### config.mk
export PLATFORM = sky130hd
export DESIGN_NAME = bts_locate
export DESIGN_NICKNAME = d
export VERILOG_FILES = /design/src/design/bts_pkg.sv /design/src/design/bts_locate.sv
export SDC_FILE = /design/constraint.sdc
export NUM_CORES = 1
export LEC_CHECK = 0
export BUFFER_PORTS_ARGS = -buffer_cell sky130_fd_sc_hd__buf_2
export CAP_MARGIN = 25
export CORE_MARGIN = 8
export CORE_UTILIZATION = 45
export DETAILED_ROUTE_END_ITERATION = 12
export HOLD_SLACK_MARGIN = 0.12
export PLACE_DENSITY_LB_ADDON = 0.12
export SLEW_MARGIN = 15
export SYNTH_ARGS = -nofsm -noshare
export SYNTH_HDL_FRONTEND = slang
export SYNTH_SLANG_ARGS = --single-unit
### constraint.sdc
create_clock -name clk -period 6.9 [get_ports clk]
set_clock_uncertainty 0.1 [all_clocks]
set_input_delay 0.69 -clock clk [delete_from_list [all_inputs] [get_ports clk]]
set_output_delay 0.69 -clock clk [all_outputs]
set_load 0.02 [all_outputs]
### src/design/bts_pkg.sv
package bts_pkg;
	localparam int MAX_SIDE_DEF = 64;
	localparam int STORE_TEXELS_DEF = 4096;
	localparam int FRAC_W = 16;

	localparam logic [1:0] REG_WIDTH = 2'd0;
	localparam logic [1:0] REG_HEIGHT = 2'd1;
	localparam logic [1:0] REG_OPAQUE = 2'd2;

	localparam logic CMD_WRITE = 1'b0;
	localparam logic CMD_SAMPLE = 1'b1;

	typedef struct packed {
		logic [7:0] r;
		logic [7:0] g;
		logic [7:0] b;
		logic [7:0] a;
	} rgba_t;

	function automatic rgba_t widen(input logic [15:0] t, input logic opaque);
		rgba_t c;
		if (opaque) begin
			c.r = {t[15:11], t[15:13]};
			c.g = {t[10:5], t[10:9]};
			c.b = {t[4:0], t[4:2]};
			c.a = 8'hff;
		end else begin
			c.a = {t[15:12], t[15:12]};
			c.r = {t[11:8], t[11:8]};
			c.g = {t[7:4], t[7:4]};
			c.b = {t[3:0], t[3:0]};
		end
		return c;
	endfunction

	// one-dimensional lerp, 8-bit ends, 16-bit weight, result with 16 fraction bits
	function automatic logic [23:0] lerp8(input logic [7:0] c0, input logic [7:0] c1,
		input logic [15:0] wt);
		logic signed [9:0] d;
		logic signed [26:0] p;
		logic signed [26:0] s;
		d = $signed({2'b00, c1}) - $signed({2'b00, c0});
		p = d * $signed({1'b0, wt});
		s = $signed({3'b000, c0, 16'h0000}) + p;
		return s[23:0];
	endfunction
endpackage

### src/design/bts_locate.sv
// coordinate split: scale, half texel offset, floor, clamp
module bts_locate #(
	parameter int MAX_SIDE = bts_pkg::MAX_SIDE_DEF,
	parameter int IW = $clog2(MAX_SIDE)
) (
	input  logic clk,
	input  logic signed [19:0] coord,
	input  logic [IW:0] side,
	output logic [IW-1:0] i0_s1,
	output logic [IW-1:0] i1_s1,
	output logic [15:0] wt_s1
);
	import bts_pkg::*;
	localparam int PW = 20 + IW + 2;
	logic signed [PW-1:0] f;
	logic signed [PW-17:0] base;
	logic signed [PW-16:0] b1;
	logic [IW:0] top;
	always_comb begin
		f = coord * $signed({1'b0, side}) - PW'(32768);
		base = f[PW-1:16];
		b1 = {base[PW-17], base} + (PW-15)'(1);
		top = side - (IW+1)'(1);
	end
	always_ff @(posedge clk) begin
		wt_s1 <= f[15:0];
		if (base < 0) i0_s1 <= '0;
		else if (base >= $signed({{(PW-17-IW){1'b0}}, side})) i0_s1 <= top[IW-1:0];
		else i0_s1 <= base[IW-1:0];
		if (b1 < 0) i1_s1 <= '0;
		else if (b1 >= $signed({{(PW-16-IW){1'b0}}, side})) i1_s1 <= top[IW-1:0];
		else i1_s1 <= b1[IW-1:0];
	end
endmodule

# ---- Yosys cells after proc, flatten, opt, wreduce, memory -nomap -nowiden
# Cells that the tools add are included.
dict set report word_totals {
  latchBits 0
  n_memories 0
  output_inout_bits 28
  input_bits 28
  elab_cells 13
  mem_bits_ro 0
  ff_bits 28
  ramBits 0
}
dict set report op_classes {
  eq_ne 0
  add_sub_neg 3
  n_div 0
  order_cmp 4
  n_mux 2
  n_mul 1
  shifts 0
  bitwise_logic 0
  n_reduce_logical 0
}
# operator n
set ops {}
lappend ops {{20-bit by 8-bit multiplier with 28-bit output} 1}
lappend ops {{28-bit by 17-bit subtractor with 28-bit output (second input constant)} 1}
lappend ops {{12-bit by 2-bit adder with 13-bit output (second input constant)} 1}
lappend ops {{13-bit by 8-bit greater-or-equal comparator with 1-bit output} 1}
lappend ops {{13-bit by 1-bit < comparator with 1-bit output (second input constant)} 1}
lappend ops {{12-bit by 8-bit greater-or-equal comparator with 1-bit output} 1}
lappend ops {{12-bit by 1-bit < comparator with 1-bit output (second input constant)} 1}
lappend ops {{6-bit 2-to-1 mux} 2}
lappend ops {{6-bit by 1-bit subtractor with 6-bit output (second input constant)} 1}

# ---- Longest topological paths before layout
# Gate-level depths: netlist (run 1).
dict set report logic_depth {
  depth_word 5
  mapped_depth 29
}

# ---- Worst setup path before layout (run 1)
# Ideal clock, no wire load.
dict set report synth_timing {
  kind {input-to-reg}
  from {input port side[4]}
  to {register i1_s1[0]}
  required_ns 6.679
  path_slack_ns -0.269
  setup_ns 0.121
  stages 27
  t_arrival_ns 6.948
  path_cell_list {clkbuf_1 > nand2_1 > fa_1 > fa_1 > inv_1 > fa_1 > inv_1 > fa_1 > inv_1 > ha_1 > o211ai_1 > o21ai_0 > a31oi_1 > o21ai_1 > xnor2_1 > inv_1 > ha_1 > ha_1 > a21o_1 > a21o_1 > a21o_1 > a21o_1 > a21oi_1 > nor2b_1 > a2111oi_4 > o211ai_4 > mux2_4}
}
dict set report synth_via {
  elab_chain_cells 5
}
# element line
set synth_rtl {}
lappend synth_rtl {{start, declared} bts_locate.sv:8} ;# input logic [IW:0] side,
lappend synth_rtl {{20-bit by 8-bit multiplier with 28-bit output} bts_locate.sv:20} ;# f = coord * $signed({1'b0, side}) - PW'(32768);
lappend synth_rtl {{28-bit by 17-bit subtractor with 28-bit output} bts_locate.sv:20}
lappend synth_rtl {{12-bit by 2-bit adder with 13-bit output} bts_locate.sv:22} ;# b1 = {base[PW-17], base} + (PW-15)'(1);
lappend synth_rtl {{13-bit by 8-bit greater-or-equal comparator with 1-bit output} bts_locate.sv:31} ;# else if (b1 >= $signed({{(PW-16-IW){1'b0}}, side})) i1_s1 <= top[IW-1:0];
lappend synth_rtl {{6-bit 2-to-1 mux} bts_locate.sv:31}
lappend synth_rtl {{end signal, assigned} bts_locate.sv:31}
lappend synth_rtl {{end signal, assigned} bts_locate.sv:32} ;# else i1_s1 <= b1[IW-1:0];
lappend synth_rtl {{end, declared} bts_locate.sv:10} ;# output logic [IW-1:0] i1_s1,
# Parallel ways exist; a longest one is shown, timed or not.
# A chain may end at the register's enable or synchronous reset.

# ---- Worst setup path in the final report (run 1)
dict set report layout_timing {
  from {input port coord[5]}
  to {register i1_s1[0]}
}
dict set report layout_via {
  elab_chain_cells 5
}
# element line
set layout_rtl {}
lappend layout_rtl {{start, declared} bts_locate.sv:7} ;# input logic signed [19:0] coord,
lappend layout_rtl {{20-bit by 8-bit multiplier with 28-bit output (*)} bts_locate.sv:20}
lappend layout_rtl {{28-bit by 17-bit subtractor with 28-bit output (*)} bts_locate.sv:20}
lappend layout_rtl {{12-bit by 2-bit adder with 13-bit output (*)} bts_locate.sv:22}
lappend layout_rtl {{13-bit by 8-bit greater-or-equal comparator with 1-bit output} bts_locate.sv:31}
lappend layout_rtl {{6-bit 2-to-1 mux} bts_locate.sv:31}
# Every way passes the cells marked *; elsewhere a longest branch is shown, timed or not.

==> results.json, run 1 <==
{
  "yosys-top-cells-area": "fa_1, ha_1, inv_1, and2_1, dfxtp_1",
  "gr-total-overflow": 0,
  "top_layer_used": "met4",
  "status": "complete, no violations",
  "synthDistinctLibCells": 67,
  "cts_buffer_depth": 2,
  "synthCells": 816,
  "cts-root-buf": "clkbuf_16",
  "ys_ff_latch": 28,
  "layout-drive-gt1-share_pct": 25.7,
  "hold_viol_final": 0,
  "setup.worst_path.class": "in2reg",
  "synth_ff_type": "dfxtp_1",
  "dr.pass1.iters": 4,
  "place_area_um2": 8460,
  "fp-row-count": 46,
  "cts_tree": "yes",
  "wirelength_um": 17100,
  "slew-limit-headroom_pct": 60.1,
  "yosys.area.top_type": "fa_1",
  "end_kind": "register",
  "synth-edff-count": 0,
  "seq_area_frac_synth_pct": 7.91,
  "grt_use_total_pct": 17.7,
  "synthArstFlopShare_pct": 0,
  "coreArea_um2": 15700,
  "pin_count": 56,
  "post_drt_wl_per_cell_um": 14.3,
  "clk_pin_slew_ns": 0.07,
  "yosysMostFrequentCell": "inv_1",
  "cts-buffers-inserted": 3,
  "gp_congestion": 0.868,
  "fin_crit_sh_pct": 97.3,
  "vias_per_cell": 4.88,
  "routed-wl-met3_um": 550,
  "fin_area_um2": 8840,
  "antenna_cells": 0,
  "holdPathStages": 2,
  "hp-class": "in2reg",
  "drtAntennaViolNets": 0,
  "yosysWarnings": 0,
  "wl_met1_um": 7640,
  "drt-initial-drc-count": 180,
  "initial_utilization_pct": 45.3,
  "cp.required_ns": 6.95,
  "yosys.area.top_type_share_pct": 32.2,
  "grt_pass1_vias": 6496,
  "syn_area_per_cell_um2": 8.69,
  "grt_pass1_wl_um": 29600,
  "fin_hold_ws_ns": 0.652,
  "worst_slew_pin_slew_ns": 0.591,
  "drc_errors": 0,
  "arrival_ns": 6.76,
  "grt_max_degree": 17,
  "syn_to_final_growth_pct": 24.7,
  "startpoint_type": "input port",
  "vias": 5841,
  "ctsHoldBuffers": 0,
  "clock-sinks": 28,
  "dr_wl_met2_um": 8730,
  "nets": 1198,
  "numPortBuffers": 55,
  "finalSetupViolations": 0,
  "cap_viol_max_count": 0,
  "fin_crit_ns": 6.71,
  "design.die.area_um2": 20000,
  "ctsHtreeMaxLevel": 1,
  "fmax_mhz": 149,
  "syn-cell-area_um2": 7090,
  "die_h_um": 142,
  "synthTopCellsByCount": "inv_1, fa_1, and2_1, ha_1, nand2_1",
  "synthesis.nets": 1031,
  "antenna_found_initial": 0,
  "worstPathMaxFanout": 6,
  "dpl.hpwl_um": 15200,
  "die-width_um": 142,
  "final_max_slew_viol_count": 0
}
## through the flow
step	setup TNS, ns	utilization, %	setup WS [ns]	std cells
finish	0	56.5	0.187	1198
global route	-0.209	56.5	-0.0391	1198
CTS	0	54.8	0.0400	1193
detailed placement	-2.33	54.0	-0.393	1188
global placement	-1.52	54.0	-0.253	1188
floorplan	0	-	0.0171	816
## routing by layer
metal / global-route usage (%) / vias to the layer above
li1: - / 2870
met1: 21.5 / 2876
met2: 33.3 / 83
met3: 1.51 / 12
met4: 3.73 / 0
met5: 0 / -
## cells in the final DEF (no fill, tap or decap), types with 12 or more instances in the layout
cell type,count
xnor2_1,17
inv_1,187
fa_1,113
dfxtp_1,28
ha_1,63
o21ai_0,12
nor2_1,22
buf_2,48
nand2_1,68
a21oi_1,19
and2_1,97
a21o_1,13
buf_4,132
## critical path: stages
cell and delay, ns:
buf_4 0.14, buf_4 0.12, nand2_1 0.08, fa_1 0.43, fa_1 0.49, inv_1 0.06, fa_1 0.53, inv_1 0.06
fa_1 0.53, inv_1 0.06, ha_4 0.24, o211ai_1 0.24, buf_4 0.16, buf_4 0.10, o21a_1 0.16, o2bb2ai_2 0.09
or3_4 0.39, and2_4 0.19, xor2_2 0.15, ha_1 0.27, a21o_1 0.15, a21o_1 0.16, a21o_1 0.18, a21oi_2 0.15
nor2b_2 0.07, a2111oi_4 0.33, o211ai_4 0.20, mux2_4 0.33
## sequential cells by signal, summed over array words and instances, names as in the netlist
signal	count
i1_s1	6
wt_s1	16
i0_s1	6
## repair_timing
action                                  CTS  global route
pin swaps                                 2            28
gates resized for setup                   3            56
endpoints found under the setup margin    6             7
setup buffers                             1             5
## final cells by class
class	count	area [µm²]
Clock buffer	3	75.1
Clock inverter	1	30.0
Fill cell	1499	6820
Inverter	189	709
Multi-Input combinational cell	577	5920
Sequential cell	28	561
Tap cell	216	270
Timing Repair Buffer	184	1280
## final timing paths
path | slack [ns] | end | from
max | 0.19 | i1_s1[0] | coord[5]
min | 0.65 | wt_s1[0] | coord[0]
## kinds of logic (layout without fill, tap and decap cells)
family          count (synthesis)  in the layout  synth area share (%)
simple gates                  248            248                  19.4
fa+ha+maj                     187            187                  45.1
compound gates                104            104                  10.7
buf+inv                       211            377                  11.6
mux                            10             10                  1.84
xor+xnor                       28             28                  3.46
flops                          28             28                  7.91
Power of run 1 is left out: the tool's default activity adds up to more than one toggle a clock period on the data nets, which glitch-free logic cannot reach.
==> inputs of run 2 (changes only) <==
==> constraint.sdc (replaced) <==
create_clock -name clk -period 6.9 [get_ports clk]
set_clock_uncertainty 0.1 [all_clocks]
set_input_delay 1.035 -clock clk [delete_from_list [all_inputs] [get_ports clk]]
set_output_delay 1.035 -clock clk [all_outputs]
set_load 0.02 [all_outputs]
==> run 2 against run 1 <==
Against the previous run:
- sequential share of layout area is 0.35 points lower
- the run now ends with setup timing left
- global-route usage up 1.9 points
- largest cell class unchanged
- utilization grew 3.3 points
- routed wire length increased by 10%
- worst setup slack lost 0.26 ns
==> results.json, run 2 (synthesis results as in run 1) <==
{
  "status": "finished with violations",
  "failed_checks": "setup timing",
  "worstPathMaxFanout": 8,
  "fin_crit_ns": 6.98,
  "gr-total-overflow": 0,
  "fin_crit_sh_pct": 101,
  "antenna_cells": 0,
  "cp.required_ns": 6.95,
  "cts_tree": "yes",
  "syn_to_final_growth_pct": 31.9,
  "cts_buffer_depth": 2,
  "drtAntennaViolNets": 0,
  "clk_pin_slew_ns": 0.07,
  "antenna_found_initial": 0,
  "setup.worst_path.class": "in2reg",
  "pin_count": 56,
  "cap_viol_max_count": 0,
  "ctsHtreeMaxLevel": 1,
  "dpl.hpwl_um": 15200,
  "place_area_um2": 8780,
  "setup_ws_ns": -0.0762,
  "grt_pass1_wl_um": 32300,
  "fin_area_um2": 9350,
  "finalSetupViolations": 6,
  "coreArea_um2": 15700,
  "largest_reg_flops": 16,
  "largestRegisters": "wt_s1 (16), i0_s1 (6), i1_s1 (6)",
  "final_max_slew_viol_count": 0,
  "vias_per_cell": 4.92,
  "clock-sinks": 28,
  "hold_viol_final": 0,
  "die-width_um": 142,
  "end_kind": "register",
  "worst_slew_pin_slew_ns": 0.418,
  "drc_errors": 0,
  "layout-drive-gt1-share_pct": 31.8,
  "cts-root-buf": "clkbuf_16",
  "initial_utilization_pct": 45.3,
  "top_register": "wt_s1",
  "grt_pass1_vias": 6854,
  "cts-buffers-inserted": 3,
  "vias": 5988,
  "gr-max-usage-layer": "met2",
  "grt_use_total_pct": 19.6,
  "use_met1_pct": 23.0,
  "fmax_mhz": 143,
  "gp_congestion": 0.871,
  "ctsHoldBuffers": 0,
  "nets": 1217,
  "die_h_um": 142,
  "final_common_cell": "inv_1",
  "rsz0062_at_grt": "yes",
  "drt-initial-drc-count": 183,
  "post_drt_wl_per_cell_um": 15.5,
  "numPortBuffers": 55,
  "fp-row-count": 46,
  "grt.met2_usage_pct": 37.7,
  "fillers": 1410,
  "dr.pass1.iters": 4,
  "grt_max_degree": 19,
  "startpoint_type": "input port",
  "slew-limit-headroom_pct": 72.1,
  "wirelength_um": 18800,
  "design.die.area_um2": 20000,
  "hp-class": "in2reg",
  "use_met3_pct": 1.51,
  "mostFrequentLayoutCells": "inv_1, buf_4, fa_1",
  "arrival_ns": 7.03
}
[run 2: worst paths after layout]
path | depth (start not counted) | endpoint | start
max | 27 | i1_s1[1] | side[4]
min | 3 | wt_s1[0] | coord[0]
[run 2: worst max-delay path: stages]
cell and delay, ns:
buf_12 0.12, buf_16 0.14, and2_4 0.14, fa_1 0.53, fa_2 0.45, fa_1 0.50, inv_2 0.04, fa_1 0.52
inv_2 0.05, ha_4 0.27, o211ai_1 0.11, buf_4 0.16, o21ai_4 0.16, and4_4 0.25, nor2_2 0.05, xor2_2 0.18
inv_2 0.08, ha_4 0.16, o31a_1 0.14, nand4b_1 0.13, or3_4 0.36, xnor2_2 0.14, ha_1 0.27, nor2b_2 0.17
a2111oi_4 0.32, o211ai_4 0.21, mux2_4 0.33
[run 2: metal layers]
metal	wire length, µm	vias up
met3	619	29
met1	7800	2942
met4	486	0
met2	9920	102
met5	0	-
li1	-	2915
[run 2: area by class of cell]
cell class / instances / area [µm²] / share of cell area (%)
multi-input combinational: 577 / 6140 / 65.7
timing repair buffer: 203 / 1560 / 16.7
inverter: 189 / 709 / 7.59
sequential: 28 / 561 / 5.99
tap: 216 / 270 / 2.89
clock buffer: 3 / 75.1 / 0.803
clock inverter: 1 / 30.0 / 0.321
[run 2: what timing repair did]
| item | CTS | global route |
|---|---|---|
| resized for setup | 44 | 27 |
| buffers inserted | 5 | 9 |
| endpoints found under the setup margin | 7 | 12 |
| pin swaps | 15 | 29 |
| gates cloned | 4 | 0 |
[run 2: metrics by stage]
| stage | hold WS, ns | instances | utilization, % | setup WS (ns) | setup TNS [ns] |
|---|---|---|---|---|---|
| CTS | 1.05 | 1209 | 58.6 | 0.00304 | 0 |
| global route | 1.06 | 1217 | 59.7 | -0.305 | -1.80 |
| finish | 1.04 | 1217 | 59.7 | -0.0762 | -0.438 |
| detailed placement | 1.32 | 1196 | 56.1 | -0.530 | -4.51 |
| floorplan | 1.06 | 816 | - | 0.0126 | 0 |
| global placement | 1.32 | 1196 | 56.1 | -0.393 | -3.24 |
Power of run 2 is left out for the same reason.
==> inputs of run 3 (changes only) <==
CORE_UTILIZATION = 57   (was 45)
==> run 3 against run 2 <==
Against the previous run:
- the flow now finishes without violations
- first-iteration DRC count rose by 86%
- cell count fell by 3.1%
- utilization up 19 points
- critical endpoint unchanged
- highest routed layer unchanged
==> results.json, run 3 (synthesis results as in run 1) <==
{
  "status": "complete, no violations",
  "worst_slew_pin_slew_ns": 0.393,
  "die-width_um": 128,
  "rsz0062_at_grt": "yes",
  "fin_crit_ns": 6.89,
  "vias": 6225,
  "finalSetupViolations": 0,
  "hp-start": "coord[0]",
  "top_register": "wt_s1",
  "clk_pin_slew_ns": 0.07,
  "post_drt_wl_per_cell_um": 16.5,
  "die_h_um": 128,
  "vias_per_cell": 5.28,
  "final_max_slew_viol_count": 0,
  "hp-class": "in2reg",
  "final_common_cell": "inv_1",
  "drtAntennaViolNets": 0,
  "cpPeakStageDelay_ns": 0.51,
  "gp_congestion": 0.890,
  "wirelength_um": 19400,
  "grt_pass1_vias": 6645,
  "hold_viol_final": 0,
  "routed-wl-met3_um": 734,
  "drc_errors": 0,
  "antenna_cells": 0,
  "largestRegisters": "wt_s1 (16), i0_s1 (6), i1_s1 (6)",
  "crit_slowest_cell": "fa_1",
  "dp_slack_ns": -0.630,
  "crit_path_frequent_cell": "fa_1",
  "cts-buffers-inserted": 3,
  "top_layer_used": "met4",
  "initial_utilization_pct": 58.8,
  "end_kind": "register",
  "worstPathMaxFanout": 6,
  "fp-row-count": 40,
  "grt_use_total_pct": 22.6,
  "fmax_mhz": 145,
  "layout-drive-gt1-share_pct": 33.6,
  "nets": 1227,
  "post-route-util_pct": 78.4,
  "path_cells": "buf_12 > clkbuf_16 > and2_4 > fa_1 > fa_1 > fa_1 > inv_1 > fa_1 > inv_2 > ha_4 > o211ai_1 > buf_4 > o211ai_1 > a2111o_1 > nand4_1 > nand4b_1 > or3_1 > xnor2_1 > ha_1 > nor2b_2 > a2111oi_4 > o211ai_4 > mux2_4",
  "cp.required_ns": 6.95,
  "cts_buffer_depth": 2,
  "pin_count": 56,
  "gr-total-overflow": 0,
  "largest_reg_flops": 16,
  "ctsHoldBuffers": 0,
  "coreArea_um2": 12100,
  "wl_met1_um": 8070,
  "antenna_found_initial": 0,
  "setup.worst_path.class": "in2reg",
  "tns_ns": 0,
  "arrival_ns": 6.95,
  "fin_area_um2": 9460,
  "grt_max_degree": 24,
  "setup_ws_ns": 0.00521,
  "mostFrequentLayoutCells": "inv_1, buf_4, fa_1",
  "grt_pass1_wl_um": 30300,
  "numPortBuffers": 55,
  "cap_viol_max_count": 0,
  "dpl.hpwl_um": 15300,
  "fillers": 778,
  "ctsHtreeMaxLevel": 1,
  "fin_crit_sh_pct": 99.9,
  "cts_tree": "yes",
  "cts-root-buf": "clkbuf_16",
  "drt-initial-drc-count": 340,
  "dr.pass1.iters": 5,
  "clock-sinks": 28,
  "startpoint": "side[3]",
  "design.die.area_um2": 16300,
  "startpoint_type": "input port",
  "slew-limit-headroom_pct": 73.7,
  "syn_to_final_growth_pct": 33.4,
  "place_area_um2": 8770,
  "dr_wl_met2_um": 10000
}
run 3: changes by cell type in the layout (fill, tap and decap cells not counted), moves of 3 or more:
cell and delta:
and2_1 -6, and2_4 +6, buf_12 +4, buf_16 -4, buf_4 +11, buf_6 -4
clkbuf_16 +3, ha_2 -4, ha_4 +6, inv_1 -5, inv_2 +5, o21ai_1 +3
run 3: path summary, 6_finish.rpt:
check	cells past startpoint	slack (ns)	end
setup / recovery	23	0.005	i1_s1[1]
hold / removal	2	0.99	wt_s1[0]
run 3: routing by layer:
metal  GRT usage (%)  vias to the layer above
met3            2.75                       42
met2            42.1                      154
li1                -                     2936
met4            6.16                        0
met5               0                        -
met1            26.7                     3093
run 3: through the flow:
step / cells / hold WS, ns
after floorplan: 816 / 1.06
after global placement: 1154 / 1.24
after detailed placement: 1154 / 1.26
after CTS: 1162 / 0.993
after global routing: 1179 / 0.999
final: 1179 / 0.986
run 3: timing repair:
action,CTS,global route
cloned,0,4
pin swaps,10,64
setup buffers,4,14
resized for setup,21,75
setup endpoints to repair,12,12
run 3: final cells by class:
class	instances	area (µm²)	share of cell area, %
clock buffer	3	75.1	0.794
clock inverter	1	30.0	0.318
inverter	189	709	7.50
multi-input combinational	577	6230	65.9
sequential	28	561	5.93
tap	168	210	2.22
timing repair buffer	213	1640	17.4
run 3: critical path, delay by kind of cell:
kind / cells / cell delay, ns
compound gates: 5 / 1.19
xor+xnor: 1 / 0.17
fa+ha+maj: 6 / 2.54
buf+inv: 5 / 0.53
mux: 1 / 0.34
simple gates: 5 / 1.13
Power of run 3 is left out for the same reason.
